===== src/sv/hgg_pkg.sv =====
// Shared types and constants of the headway gap grouping core.
package hgg_pkg;

	localparam int IN_TIME_W = 32;
	localparam int LIMIT_W   = 6;
	localparam int INIT_W    = 32;
	localparam int STEP_W    = 16;
	localparam int IDX_OUT_W = 6;
	localparam int ADDR_W    = 4;
	localparam int DATA_W    = 32;
	localparam int CMD_DEPTH = 4;
	localparam int RES_DEPTH = 4;

	localparam logic [1:0] REG_LIMIT = 2'd0;
	localparam logic [1:0] REG_INIT  = 2'd1;
	localparam logic [1:0] REG_STEP  = 2'd2;

	localparam logic [LIMIT_W-1:0] LIMIT_RST = 6'd35;
	localparam logic [INIT_W-1:0]  INIT_RST  = 32'd256;
	localparam logic [STEP_W-1:0]  STEP_RST  = 16'd128;

	typedef enum logic {
		OP_LOAD,
		OP_CLOSE
	} op_t;

	typedef struct packed {
		logic [IN_TIME_W-1:0] arrival;
		op_t                  op;
	} cmd_t;

	typedef struct packed {
		logic [LIMIT_W-1:0] limit;
		logic [INIT_W-1:0]  init;
		logic [STEP_W-1:0]  step;
	} cfg_t;

	typedef struct packed {
		logic [IDX_OUT_W-1:0] start;
		logic [IDX_OUT_W-1:0] stop;
		logic                 last;
	} res_t;

endpackage


===== src/sv/headway_gap_grouping_core.sv =====
// Top level of the headway gap grouping core: configuration registers and block wiring.
//
// Arrival times are taken one request per cycle, unless the queue is full, into a
// four-entry queue and then written into a single-port time store of MAX_VEHICLES
// entries. The request that carries final_vehicle starts a run over the stored set:
// one gap-counting pass at the initial threshold, and, when that leaves more than
// group_limit groups, a binary search over the number of threshold steps that takes
// TIME_BITS further passes, followed by one output pass. Each pass reads the stored
// times one at a time through the store's single read port, alternating a read and
// an evaluate state; a set of fewer than three times skips the reads, and the output
// pass waits while the result queue is full. New arrival times wait in the input
// queue during a run; the groups leave through a four-entry result queue, first the
// pair (0,0), then each group's first and last index, the final pair marked by
// last_group.
module headway_gap_grouping_core #(
	parameter int MAX_VEHICLES = 64,
	parameter int TIME_BITS    = 32
) (
	input  logic                               clk,
	input  logic                               arst_n,
	input  logic                               push,
	output logic                               full,
	input  logic [hgg_pkg::IN_TIME_W-1:0]      arrival_time,
	input  logic                               final_vehicle,
	output logic                               empty,
	input  logic                               pop,
	output logic [hgg_pkg::IDX_OUT_W-1:0]      group_start,
	output logic [hgg_pkg::IDX_OUT_W-1:0]      group_end,
	output logic                               last_group,
	input  logic                               psel,
	input  logic                               penable,
	input  logic                               pwrite,
	input  logic [hgg_pkg::ADDR_W-1:0]         paddr,
	input  logic [hgg_pkg::DATA_W-1:0]         pwdata,
	output logic [hgg_pkg::DATA_W-1:0]         prdata,
	output logic                               pready
);
	import hgg_pkg::*;

	logic [LIMIT_W-1:0] limit_q;
	logic [INIT_W-1:0]  init_q;
	logic [STEP_W-1:0]  step_q;
	logic               cfg_wr;
	cfg_t               cfg;
	cmd_t               cmd;
	logic               cmd_valid;
	logic               cmd_take;
	res_t               res;
	logic               res_push;
	logic               res_full;
	res_t               res_head;

	assign pready = 1'b1;
	assign cfg_wr = psel && penable && pwrite && pready;

	always_ff @(posedge clk or negedge arst_n) begin
		if (!arst_n) begin
			limit_q <= LIMIT_RST;
			init_q  <= INIT_RST;
			step_q  <= STEP_RST;
		end else if (cfg_wr) begin
			case (paddr[3:2])
				REG_LIMIT: limit_q <= pwdata[LIMIT_W-1:0];
				REG_INIT:  init_q  <= pwdata[INIT_W-1:0];
				REG_STEP:  step_q  <= pwdata[STEP_W-1:0];
				default: begin
					limit_q <= limit_q;
				end
			endcase
		end
	end

	always_comb begin
		case (paddr[3:2])
			REG_LIMIT: prdata = DATA_W'(limit_q);
			REG_INIT:  prdata = DATA_W'(init_q);
			REG_STEP:  prdata = DATA_W'(step_q);
			default:   prdata = '0;
		endcase
	end

	always_comb begin
		cfg.limit = limit_q;
		cfg.init  = init_q;
		cfg.step  = step_q;
	end

	hgg_front u_front (
		.clk          (clk),
		.arst_n       (arst_n),
		.push         (push),
		.full         (full),
		.arrival_time (arrival_time),
		.final_vehicle(final_vehicle),
		.cmd          (cmd),
		.cmd_valid    (cmd_valid),
		.cmd_take     (cmd_take)
	);

	hgg_engine #(
		.MAX_VEHICLES(MAX_VEHICLES),
		.TIME_BITS   (TIME_BITS)
	) u_engine (
		.clk      (clk),
		.arst_n   (arst_n),
		.cfg      (cfg),
		.cmd      (cmd),
		.cmd_valid(cmd_valid),
		.cmd_take (cmd_take),
		.res      (res),
		.res_push (res_push),
		.res_full (res_full)
	);

	hgg_result_fifo u_result_fifo (
		.clk     (clk),
		.arst_n  (arst_n),
		.res_push(res_push),
		.res     (res),
		.res_full(res_full),
		.empty   (empty),
		.pop     (pop),
		.head    (res_head)
	);

	assign group_start = res_head.start;
	assign group_end   = res_head.stop;
	assign last_group  = res_head.last;

endmodule


===== src/sv/hgg_front.sv =====
// Front end: takes input requests, tags them as load or close, and queues them.
module hgg_front (
	input  logic                      clk,
	input  logic                      arst_n,
	input  logic                      push,
	output logic                      full,
	input  logic [hgg_pkg::IN_TIME_W-1:0] arrival_time,
	input  logic                      final_vehicle,
	output hgg_pkg::cmd_t             cmd,
	output logic                      cmd_valid,
	input  logic                      cmd_take
);
	import hgg_pkg::*;

	localparam int PW = $clog2(CMD_DEPTH);

	cmd_t           queue_q [CMD_DEPTH];
	logic [PW-1:0]  wr_ptr_q;
	logic [PW-1:0]  rd_ptr_q;
	logic [PW:0]    fill_q;
	cmd_t           entry;
	logic           wr_en;
	logic           rd_en;

	assign full      = (fill_q == (PW+1)'(CMD_DEPTH));
	assign cmd_valid = (fill_q != '0);
	assign wr_en     = push && !full;
	assign rd_en     = cmd_take && cmd_valid;
	assign cmd       = queue_q[rd_ptr_q];

	always_comb begin
		entry.arrival = arrival_time;
		entry.op      = final_vehicle ? OP_CLOSE : OP_LOAD;
	end

	always_ff @(posedge clk) begin
		if (wr_en) begin
			queue_q[wr_ptr_q] <= entry;
		end
	end

	always_ff @(posedge clk or negedge arst_n) begin
		if (!arst_n) begin
			wr_ptr_q <= '0;
			rd_ptr_q <= '0;
			fill_q   <= '0;
		end else begin
			if (wr_en) begin
				wr_ptr_q <= wr_ptr_q + PW'(1);
			end
			if (rd_en) begin
				rd_ptr_q <= rd_ptr_q + PW'(1);
			end
			if (wr_en && !rd_en) begin
				fill_q <= fill_q + (PW+1)'(1);
			end else if (rd_en && !wr_en) begin
				fill_q <= fill_q - (PW+1)'(1);
			end
		end
	end

endmodule


===== src/sv/hgg_result_fifo.sv =====
// Result queue between the grouping engine and the result ports.
module hgg_result_fifo (
	input  logic          clk,
	input  logic          arst_n,
	input  logic          res_push,
	input  hgg_pkg::res_t res,
	output logic          res_full,
	output logic          empty,
	input  logic          pop,
	output hgg_pkg::res_t head
);
	import hgg_pkg::*;

	localparam int PW = $clog2(RES_DEPTH);

	res_t           queue_q [RES_DEPTH];
	logic [PW-1:0]  wr_ptr_q;
	logic [PW-1:0]  rd_ptr_q;
	logic [PW:0]    fill_q;
	logic           wr_en;
	logic           rd_en;

	assign res_full = (fill_q == (PW+1)'(RES_DEPTH));
	assign empty    = (fill_q == '0);
	assign wr_en    = res_push && !res_full;
	assign rd_en    = pop && !empty;
	assign head     = queue_q[rd_ptr_q];

	always_ff @(posedge clk) begin
		if (wr_en) begin
			queue_q[wr_ptr_q] <= res;
		end
	end

	always_ff @(posedge clk or negedge arst_n) begin
		if (!arst_n) begin
			wr_ptr_q <= '0;
			rd_ptr_q <= '0;
			fill_q   <= '0;
		end else begin
			if (wr_en) begin
				wr_ptr_q <= wr_ptr_q + PW'(1);
			end
			if (rd_en) begin
				rd_ptr_q <= rd_ptr_q + PW'(1);
			end
			if (wr_en && !rd_en) begin
				fill_q <= fill_q + (PW+1)'(1);
			end else if (rd_en && !wr_en) begin
				fill_q <= fill_q - (PW+1)'(1);
			end
		end
	end

endmodule


===== src/sv/hgg_engine.sv =====
// Back end: time store, threshold search over gap-counting passes, and group output.
module hgg_engine #(
	parameter int MAX_VEHICLES = 64,
	parameter int TIME_BITS    = 32
) (
	input  logic          clk,
	input  logic          arst_n,
	input  hgg_pkg::cfg_t cfg,
	input  hgg_pkg::cmd_t cmd,
	input  logic          cmd_valid,
	output logic          cmd_take,
	output hgg_pkg::res_t res,
	output logic          res_push,
	input  logic          res_full
);
	import hgg_pkg::*;

	localparam int IW    = $clog2(MAX_VEHICLES);
	localparam int CW    = $clog2(MAX_VEHICLES + 1);
	localparam int BW    = $clog2(TIME_BITS);
	localparam int SUM_W = TIME_BITS + STEP_W + 1;
	localparam int KW    = (CW > LIMIT_W) ? CW : LIMIT_W;
	localparam int XW    = (TIME_BITS > INIT_W) ? TIME_BITS : INIT_W;
	localparam logic [TIME_BITS-1:0] TMAX = '1;
	localparam logic [CW-1:0]        MAXC = CW'(MAX_VEHICLES);

	typedef enum logic [2:0] {
		S_LOAD,
		S_PASS,
		S_READ,
		S_EVAL,
		S_DECIDE,
		S_TRY,
		S_HEAD
	} state_t;

	typedef enum logic [1:0] {
		PH_BASE,
		PH_SEARCH,
		PH_OUTPUT
	} phase_t;

	logic [TIME_BITS-1:0] time_store_q [MAX_VEHICLES];
	logic [TIME_BITS-1:0] rdata_q;

	state_t               state_q;
	phase_t               phase_q;
	logic [CW-1:0]        count_q;
	logic [IW-1:0]        idx_q;
	logic                 prime_q;
	logic [CW-1:0]        breaks_q;
	logic [IW-1:0]        head_q;
	logic [BW-1:0]        bit_q;
	logic [TIME_BITS-1:0] acc_q;
	logic [TIME_BITS-1:0] try_q;
	logic [TIME_BITS-1:0] prev_q;

	logic [LIMIT_W-1:0]   limit_eff;
	logic [STEP_W-1:0]    step_eff;
	logic [XW-1:0]        init_wide;
	logic [TIME_BITS-1:0] init_clamp;
	logic [SUM_W-1:0]     try_sum;
	logic [TIME_BITS-1:0] try_sat;
	logic                 brk;
	logic                 last_elem;
	logic                 pass_ok;
	logic                 has_room;

	assign limit_eff  = (cfg.limit == '0) ? LIMIT_W'(1) : cfg.limit;
	assign step_eff   = (cfg.step == '0) ? STEP_W'(1) : cfg.step;
	assign init_wide  = XW'(cfg.init);
	assign init_clamp = (init_wide > XW'(TMAX)) ? TMAX : TIME_BITS'(init_wide);

	// Candidate threshold: accumulated threshold plus step scaled by the current search bit.
	assign try_sum = SUM_W'(acc_q) + (SUM_W'(step_eff) << bit_q);
	assign try_sat = (try_sum > SUM_W'(TMAX)) ? TMAX : TIME_BITS'(try_sum);

	assign brk       = (rdata_q > prev_q) && ((rdata_q - prev_q) > try_q);
	assign last_elem = (CW'(idx_q) == (count_q - CW'(1)));
	assign pass_ok   = (KW'(breaks_q) < KW'(limit_eff));
	assign has_room  = (count_q < MAXC);
	assign cmd_take  = (state_q == S_LOAD) && cmd_valid;

	always_ff @(posedge clk) begin
		if (cmd_take && has_room) begin
			time_store_q[count_q[IW-1:0]] <= TIME_BITS'(cmd.arrival);
		end
	end

	always_ff @(posedge clk) begin
		if (state_q == S_READ) begin
			rdata_q <= time_store_q[idx_q];
		end
	end

	always_comb begin
		res_push = 1'b0;
		res      = '0;
		case (state_q)
			S_HEAD: begin
				res_push = 1'b1;
			end
			S_EVAL: begin
				if ((phase_q == PH_OUTPUT) && !prime_q && brk) begin
					res_push  = 1'b1;
					res.start = IDX_OUT_W'(head_q);
					res.stop  = IDX_OUT_W'(idx_q - IW'(1));
				end
			end
			S_DECIDE: begin
				if (phase_q == PH_OUTPUT) begin
					res_push  = 1'b1;
					res.start = IDX_OUT_W'(head_q);
					res.stop  = IDX_OUT_W'(count_q - CW'(1));
					res.last  = 1'b1;
				end
			end
			default: begin
				res_push = 1'b0;
			end
		endcase
	end

	always_ff @(posedge clk or negedge arst_n) begin
		if (!arst_n) begin
			state_q  <= S_LOAD;
			phase_q  <= PH_BASE;
			count_q  <= '0;
			idx_q    <= '0;
			prime_q  <= 1'b0;
			breaks_q <= '0;
			head_q   <= IW'(1);
			bit_q    <= '0;
			acc_q    <= '0;
			try_q    <= '0;
			prev_q   <= '0;
		end else begin
			case (state_q)
				S_LOAD: begin
					if (cmd_valid) begin
						if (has_room) begin
							count_q <= count_q + CW'(1);
						end
						if (cmd.op == OP_CLOSE) begin
							try_q   <= init_clamp;
							phase_q <= PH_BASE;
							state_q <= S_PASS;
						end
					end
				end
				S_PASS: begin
					breaks_q <= '0;
					if (count_q < CW'(3)) begin
						state_q <= S_DECIDE;
					end else begin
						idx_q   <= IW'(1);
						prime_q <= 1'b1;
						state_q <= S_READ;
					end
				end
				S_READ: begin
					state_q <= S_EVAL;
				end
				S_EVAL: begin
					if (prime_q) begin
						prev_q  <= rdata_q;
						prime_q <= 1'b0;
						idx_q   <= idx_q + IW'(1);
						state_q <= S_READ;
					end else if (!((phase_q == PH_OUTPUT) && brk && res_full)) begin
						breaks_q <= breaks_q + CW'(brk);
						if (brk) begin
							head_q <= idx_q;
						end
						prev_q <= rdata_q;
						if (last_elem) begin
							state_q <= S_DECIDE;
						end else begin
							idx_q   <= idx_q + IW'(1);
							state_q <= S_READ;
						end
					end
				end
				S_DECIDE: begin
					case (phase_q)
						PH_BASE: begin
							if (pass_ok) begin
								phase_q <= PH_OUTPUT;
								state_q <= S_HEAD;
							end else begin
								acc_q   <= try_q;
								bit_q   <= BW'(TIME_BITS - 1);
								phase_q <= PH_SEARCH;
								state_q <= S_TRY;
							end
						end
						PH_SEARCH: begin
							// A failing candidate becomes the new lower bound of the search.
							if (!pass_ok) begin
								acc_q <= try_q;
							end
							if (bit_q == '0) begin
								phase_q <= PH_OUTPUT;
							end else begin
								bit_q <= bit_q - BW'(1);
							end
							state_q <= S_TRY;
						end
						PH_OUTPUT: begin
							if (!res_full) begin
								count_q <= '0;
								state_q <= S_LOAD;
							end
						end
						default: begin
							state_q <= S_LOAD;
						end
					endcase
				end
				S_TRY: begin
					// With bit zero on entry to the output phase, this is the final threshold.
					try_q <= try_sat;
					if (phase_q == PH_OUTPUT) begin
						state_q <= S_HEAD;
					end else begin
						state_q <= S_PASS;
					end
				end
				S_HEAD: begin
					if (!res_full) begin
						head_q  <= IW'(1);
						state_q <= S_PASS;
					end
				end
				default: begin
					state_q <= S_LOAD;
				end
			endcase
		end
	end

endmodule


===== config.mk =====
export PLATFORM = sky130hd
export DESIGN_NAME = headway_gap_grouping_core
export DESIGN_NICKNAME = d
export VERILOG_FILES = /design/src/sv/hgg_pkg.sv /design/src/sv/headway_gap_grouping_core.sv /design/src/sv/hgg_front.sv /design/src/sv/hgg_result_fifo.sv /design/src/sv/hgg_engine.sv
export SDC_FILE = /design/constraint.sdc
export NUM_CORES = 2
export LEC_CHECK = 0
export BUFFER_PORTS_ARGS = -buffer_cell sky130_fd_sc_hd__buf_2
export CAP_MARGIN = 20
export CORE_MARGIN = 2
export CORE_UTILIZATION = 55
export DETAILED_ROUTE_END_ITERATION = 8
export GPL_TIMING_DRIVEN = 0
export MAX_ROUTING_LAYER = met4
export PLACE_DENSITY = 0.71
export SLEW_MARGIN = 20
export SYNTH_ARGS = -nofsm -noshare
export SYNTH_HDL_FRONTEND = slang
export SYNTH_SLANG_ARGS = --single-unit

===== constraint.sdc =====
create_clock -name clk -period 10.45 [get_ports clk]
set_input_delay 1.045 -clock clk [delete_from_list [all_inputs] [get_ports clk]]
set_output_delay 1.045 -clock clk [all_outputs]
set_load 0.01 [all_outputs]

==> impl_metrics.py <==
metrics = {
    "synth": {
        "synth_area_um2": 101200,
        "yosys_warnings": 0,
        "synth_top_area_share_pct": 67.20,
        "netlist-cell-type-count": 85,
        "ys.flop_type": "edfxtp_1",
        "netlist_instances": 5312,
        "synth_top_cell_by_area": "edfxtp_1",
        "syn_nets": 5511,
        "async_reset_ff_share_pct": 8.154,
        "yosys_register_bits": 2465,
        "synth-edff-count": 2264,
        "syn_avg_cell_area_um2": 19.04,
        "ys_seq_area_share_pct": 72.18,
        "synth.area.top_cells": "edfxtp_1 67%, mux4_2 14%, dfrtp_1 4.8%, mux2_2 1.5%, ha_1 1.5%",
    },
    "routing": {
        "wl_per_cell_um": 34.48,
        "ant_nets": 0,
        "vias": 56656,
        "vias_per_cell": 6.697,
        "drc": 4,
        "drt_pre_antenna_iters": 8,
        "finalWirelength_um": 291700,
        "drtIter0Drc": 8521,
    },
    "layout": {
        "area_delta_synth_final_pct": 14.49,
        "final_common_cell": "edfxtp_1",
        "drive_gt1_share_pct": 25.96,
        "final_util_pct": 63.33,
        "mostFrequentLayoutCells": "2,264 x edfxtp_1, 595 x mux4_2, 323 x nand2_1",
        "final_cell_area_um2": 115800,
        "fin_nets": 5990,
        "finalNonFillerCells": 8460,
    },
    "cts": {
        "cts_tree": "yes",
        "htreeDepth": 4,
        "cts-hold-fix-buffers": 0,
        "cts_setup_buffers": 0,
        "cts-resized-gates": 0,
        "root_buffer": "clkbuf_16",
        "clk_pin_slew_worst_paths_ns": 0.06,
        "clock_latency_ns": 0.87,
        "clock_tree.buffer_depth": 3,
        "cts_buffers": 230,
        "clock-sinks": 2465,
    },
    "floorplanning": {
        "placementRows": 157,
        "die_area_um2": 187400,
        "start_util_pct": 55.32,
        "fp.dieW_um": 432.9,
        "die_h_um": 432.9,
        "core-area_um2": 182900,
        "ios": 124,
    },
    "placed_design": {
        "place_hpwl_um": 199000,
        "postPlaceCellArea_um2": 108200,
        "dp_cells": 8018,
        "gp_congestion": 0.9575,
        "io_buffers": 119,
    },
    "global_route": {
        "grt_overflow": 0,
        "grt_max_degree": 95,
        "grt_usage_pct": 32.28,
        "grt_pass1_vias": 55488,
        "antenna_found_initial": 18,
        "grt_pass1_wl_um": 409400,
    },
    "power": {
        "powerDensity_nw_per_um2": 292.2,
        "ir_drop_uv": 225.6,
        "internal_power_uw": 21770,
        "swShare_pct": 35.66,
        "power.leakage_uw": 0.03869,
        "switchingPower_uw": 12070,
        "seqPwrFrac_pct": 40.0,
        "clock_power_share_pct": 24.6,
        "combPwrFrac_pct": 35.5,
    },
    "critical_path": {
        "cp.arrival_ns": 9.17,
        "max_stage_delay_ns": 0.82,
        "reg2reg_from": "u_engine.rdata_q[0]$_DFFE_PP_",
        "crit_required_ns": 11.23,
        "crit_path_end_kind": "flop",
        "crit_family": "compound AO/OA/AOI/OAI gates",
        "worstPathMaxFanout": 8,
        "cpMostUsedCell": "nor2_1",
        "crit_buf_inv": 3,
        "crit_slowest_cell": "a21oi_1",
        "rr_endpoint": "u_result_fifo.fill_q[2]$_DFFE_PN0P_",
        "critPathLaunchType": "flop",
        "r2r_slack_ns": 2.06,
        "reg2reg_depth": 31,
        "path_class": "flop to flop",
    },
    "sta": {
        "finClkSkew_ns": 0.07383,
        "period_minus_slack_ns": 8.387,
        "final-hold-violation-count": 0,
        "fmax_mhz": 119.2,
        "tightest_slew_ns": 1.302,
        "setup_violations": 0,
        "slew_viol_final": 0,
        "finalCritPeriodShare_pct": 80.26,
        "rsz0062_at_grt": "false",
        "maxSlewHeadroom_pct": 13.21,
        "finalSetupTns_ns": 0,
    },
    "status": {
        "violations": "DRC",
        "status": "finished, violations left",
    },
    "worst_hold_path": {
        "holdCritPathClass": "primary input to asynchronous set/reset pin",
    },
    "job": {
        "cap_violations": 0,
    },
}
## power groups by stage
stage | registers (uW) | clock network (uW) | logic (uW)
finish | 13500 | 8310 | 12000
global route | 13600 | 8730 | 12700
CTS | 13500 | 8360 | 11800
detailed placement | 13700 | 0 | 11700
global placement | 13800 | 0 | 11300
floorplan | 13600 | 0 | 7200
## flip-flops by register name, summed over array words and instances, names as in the netlist, 5 cells and up
register,flops
u_engine.try_q,32
u_engine.time_store_q,2048
u_engine.bit_q,5
u_engine.breaks_q,7
limit_q,6
u_engine.prev_q,32
init_q,32
u_engine.acc_q,32
u_engine.idx_q,6
step_q,16
u_result_fifo.queue_q,52
u_engine.count_q,7
u_engine.rdata_q,32
u_engine.head_q,6
u_front.queue_q,132
## cells by family after synthesis
group | Yosys count | synth area share (%)
flip-flops | 2465 | 72.18
AO/OA/AOI/OAI | 521 | 3.619
buffers and inverters | 387 | 1.531
AND/OR/NAND/NOR | 864 | 3.906
other | 1 | 0.003707
multiplexers | 856 | 16.39
adder cells (fa/ha/maj) | 123 | 1.551
XOR/XNOR | 95 | 0.8225
## cell type report
type / count / area [um^2]
Inverter: 113 / 424.2
Timing Repair Buffer: 247 / 3395
Fill cell: 12296 / 67060
Sequential cell: 2465 / 73020
Antenna cell: 13 / 32.53
Buffer: 274 / 1187
Clock buffer: 286 / 6038
Clock inverter: 138 / 1403
Multi-Input combinational cell: 2460 / 27240
Tap cell: 2464 / 3083
## metrics by stage
| step | setup WS (ns) | hold WS (ns) | power, uW |
|---|---|---|---|
| after global routing | 1.454 | 0.08178 | 35000 |
| after global placement | 1.586 | 0.4771 | 25030 |
| after floorplan | 4.011 | 0.4560 | 20760 |
| after CTS | 1.976 | 0.05362 | 33710 |
| after detailed placement | 1.945 | 0.4930 | 25480 |
| final | 2.063 | 0.09345 | 33840 |
## worst max path at each step
stage | cells past startpoint | from | slack (ns) | endpoint
after global routing | 31 | u_engine.rdata_q[0]$_DFFE_PP_ | 1.45 | u_result_fifo.fill_q[2]$_DFFE_PN0P_
after detailed placement | 31 | u_engine.rdata_q[0]$_DFFE_PP_ | 1.95 | u_result_fifo.fill_q[2]$_DFFE_PN0P_
after floorplan | 31 | u_engine.rdata_q[0]$_DFFE_PP_ | 4.01 | u_result_fifo.fill_q[2]$_DFFE_PN0P_
after CTS | 31 | u_engine.rdata_q[0]$_DFFE_PP_ | 1.98 | u_result_fifo.fill_q[2]$_DFFE_PN0P_
after global placement | 31 | u_engine.rdata_q[0]$_DFFE_PP_ | 1.59 | u_result_fifo.fill_q[2]$_DFFE_PN0P_
final | 31 | u_engine.rdata_q[0]$_DFFE_PP_ | 2.06 | u_result_fifo.fill_q[2]$_DFFE_PN0P_
## synth_stat cells, types with 30 or more instances
cell type,number
nand2_1,323
buf_1,67
clkbuf_1,163
ha_1,119
dfrtp_1,195
nor2_1,239
and2_1,47
and3_1,40
a221oi_2,30
o21ai_0,89
edfxtp_1,2264
nor3_1,31
inv_1,109
mux2_2,134
mux4_2,626
nand3_1,59
a21oi_1,125
a31oi_1,36
o22ai_1,36
xnor2_1,67
mux2i_1,94
buf_2,35
## per-layer routing
layer	up-vias	routed length, um	global-route usage, %
met5	-	0	-
li1	22548	-	-
met4	0	15940	14.73
met2	4006	135000	48.23
met1	29369	105000	42.12
met3	733	35820	8.201
(Power assumes the default switching activity.)
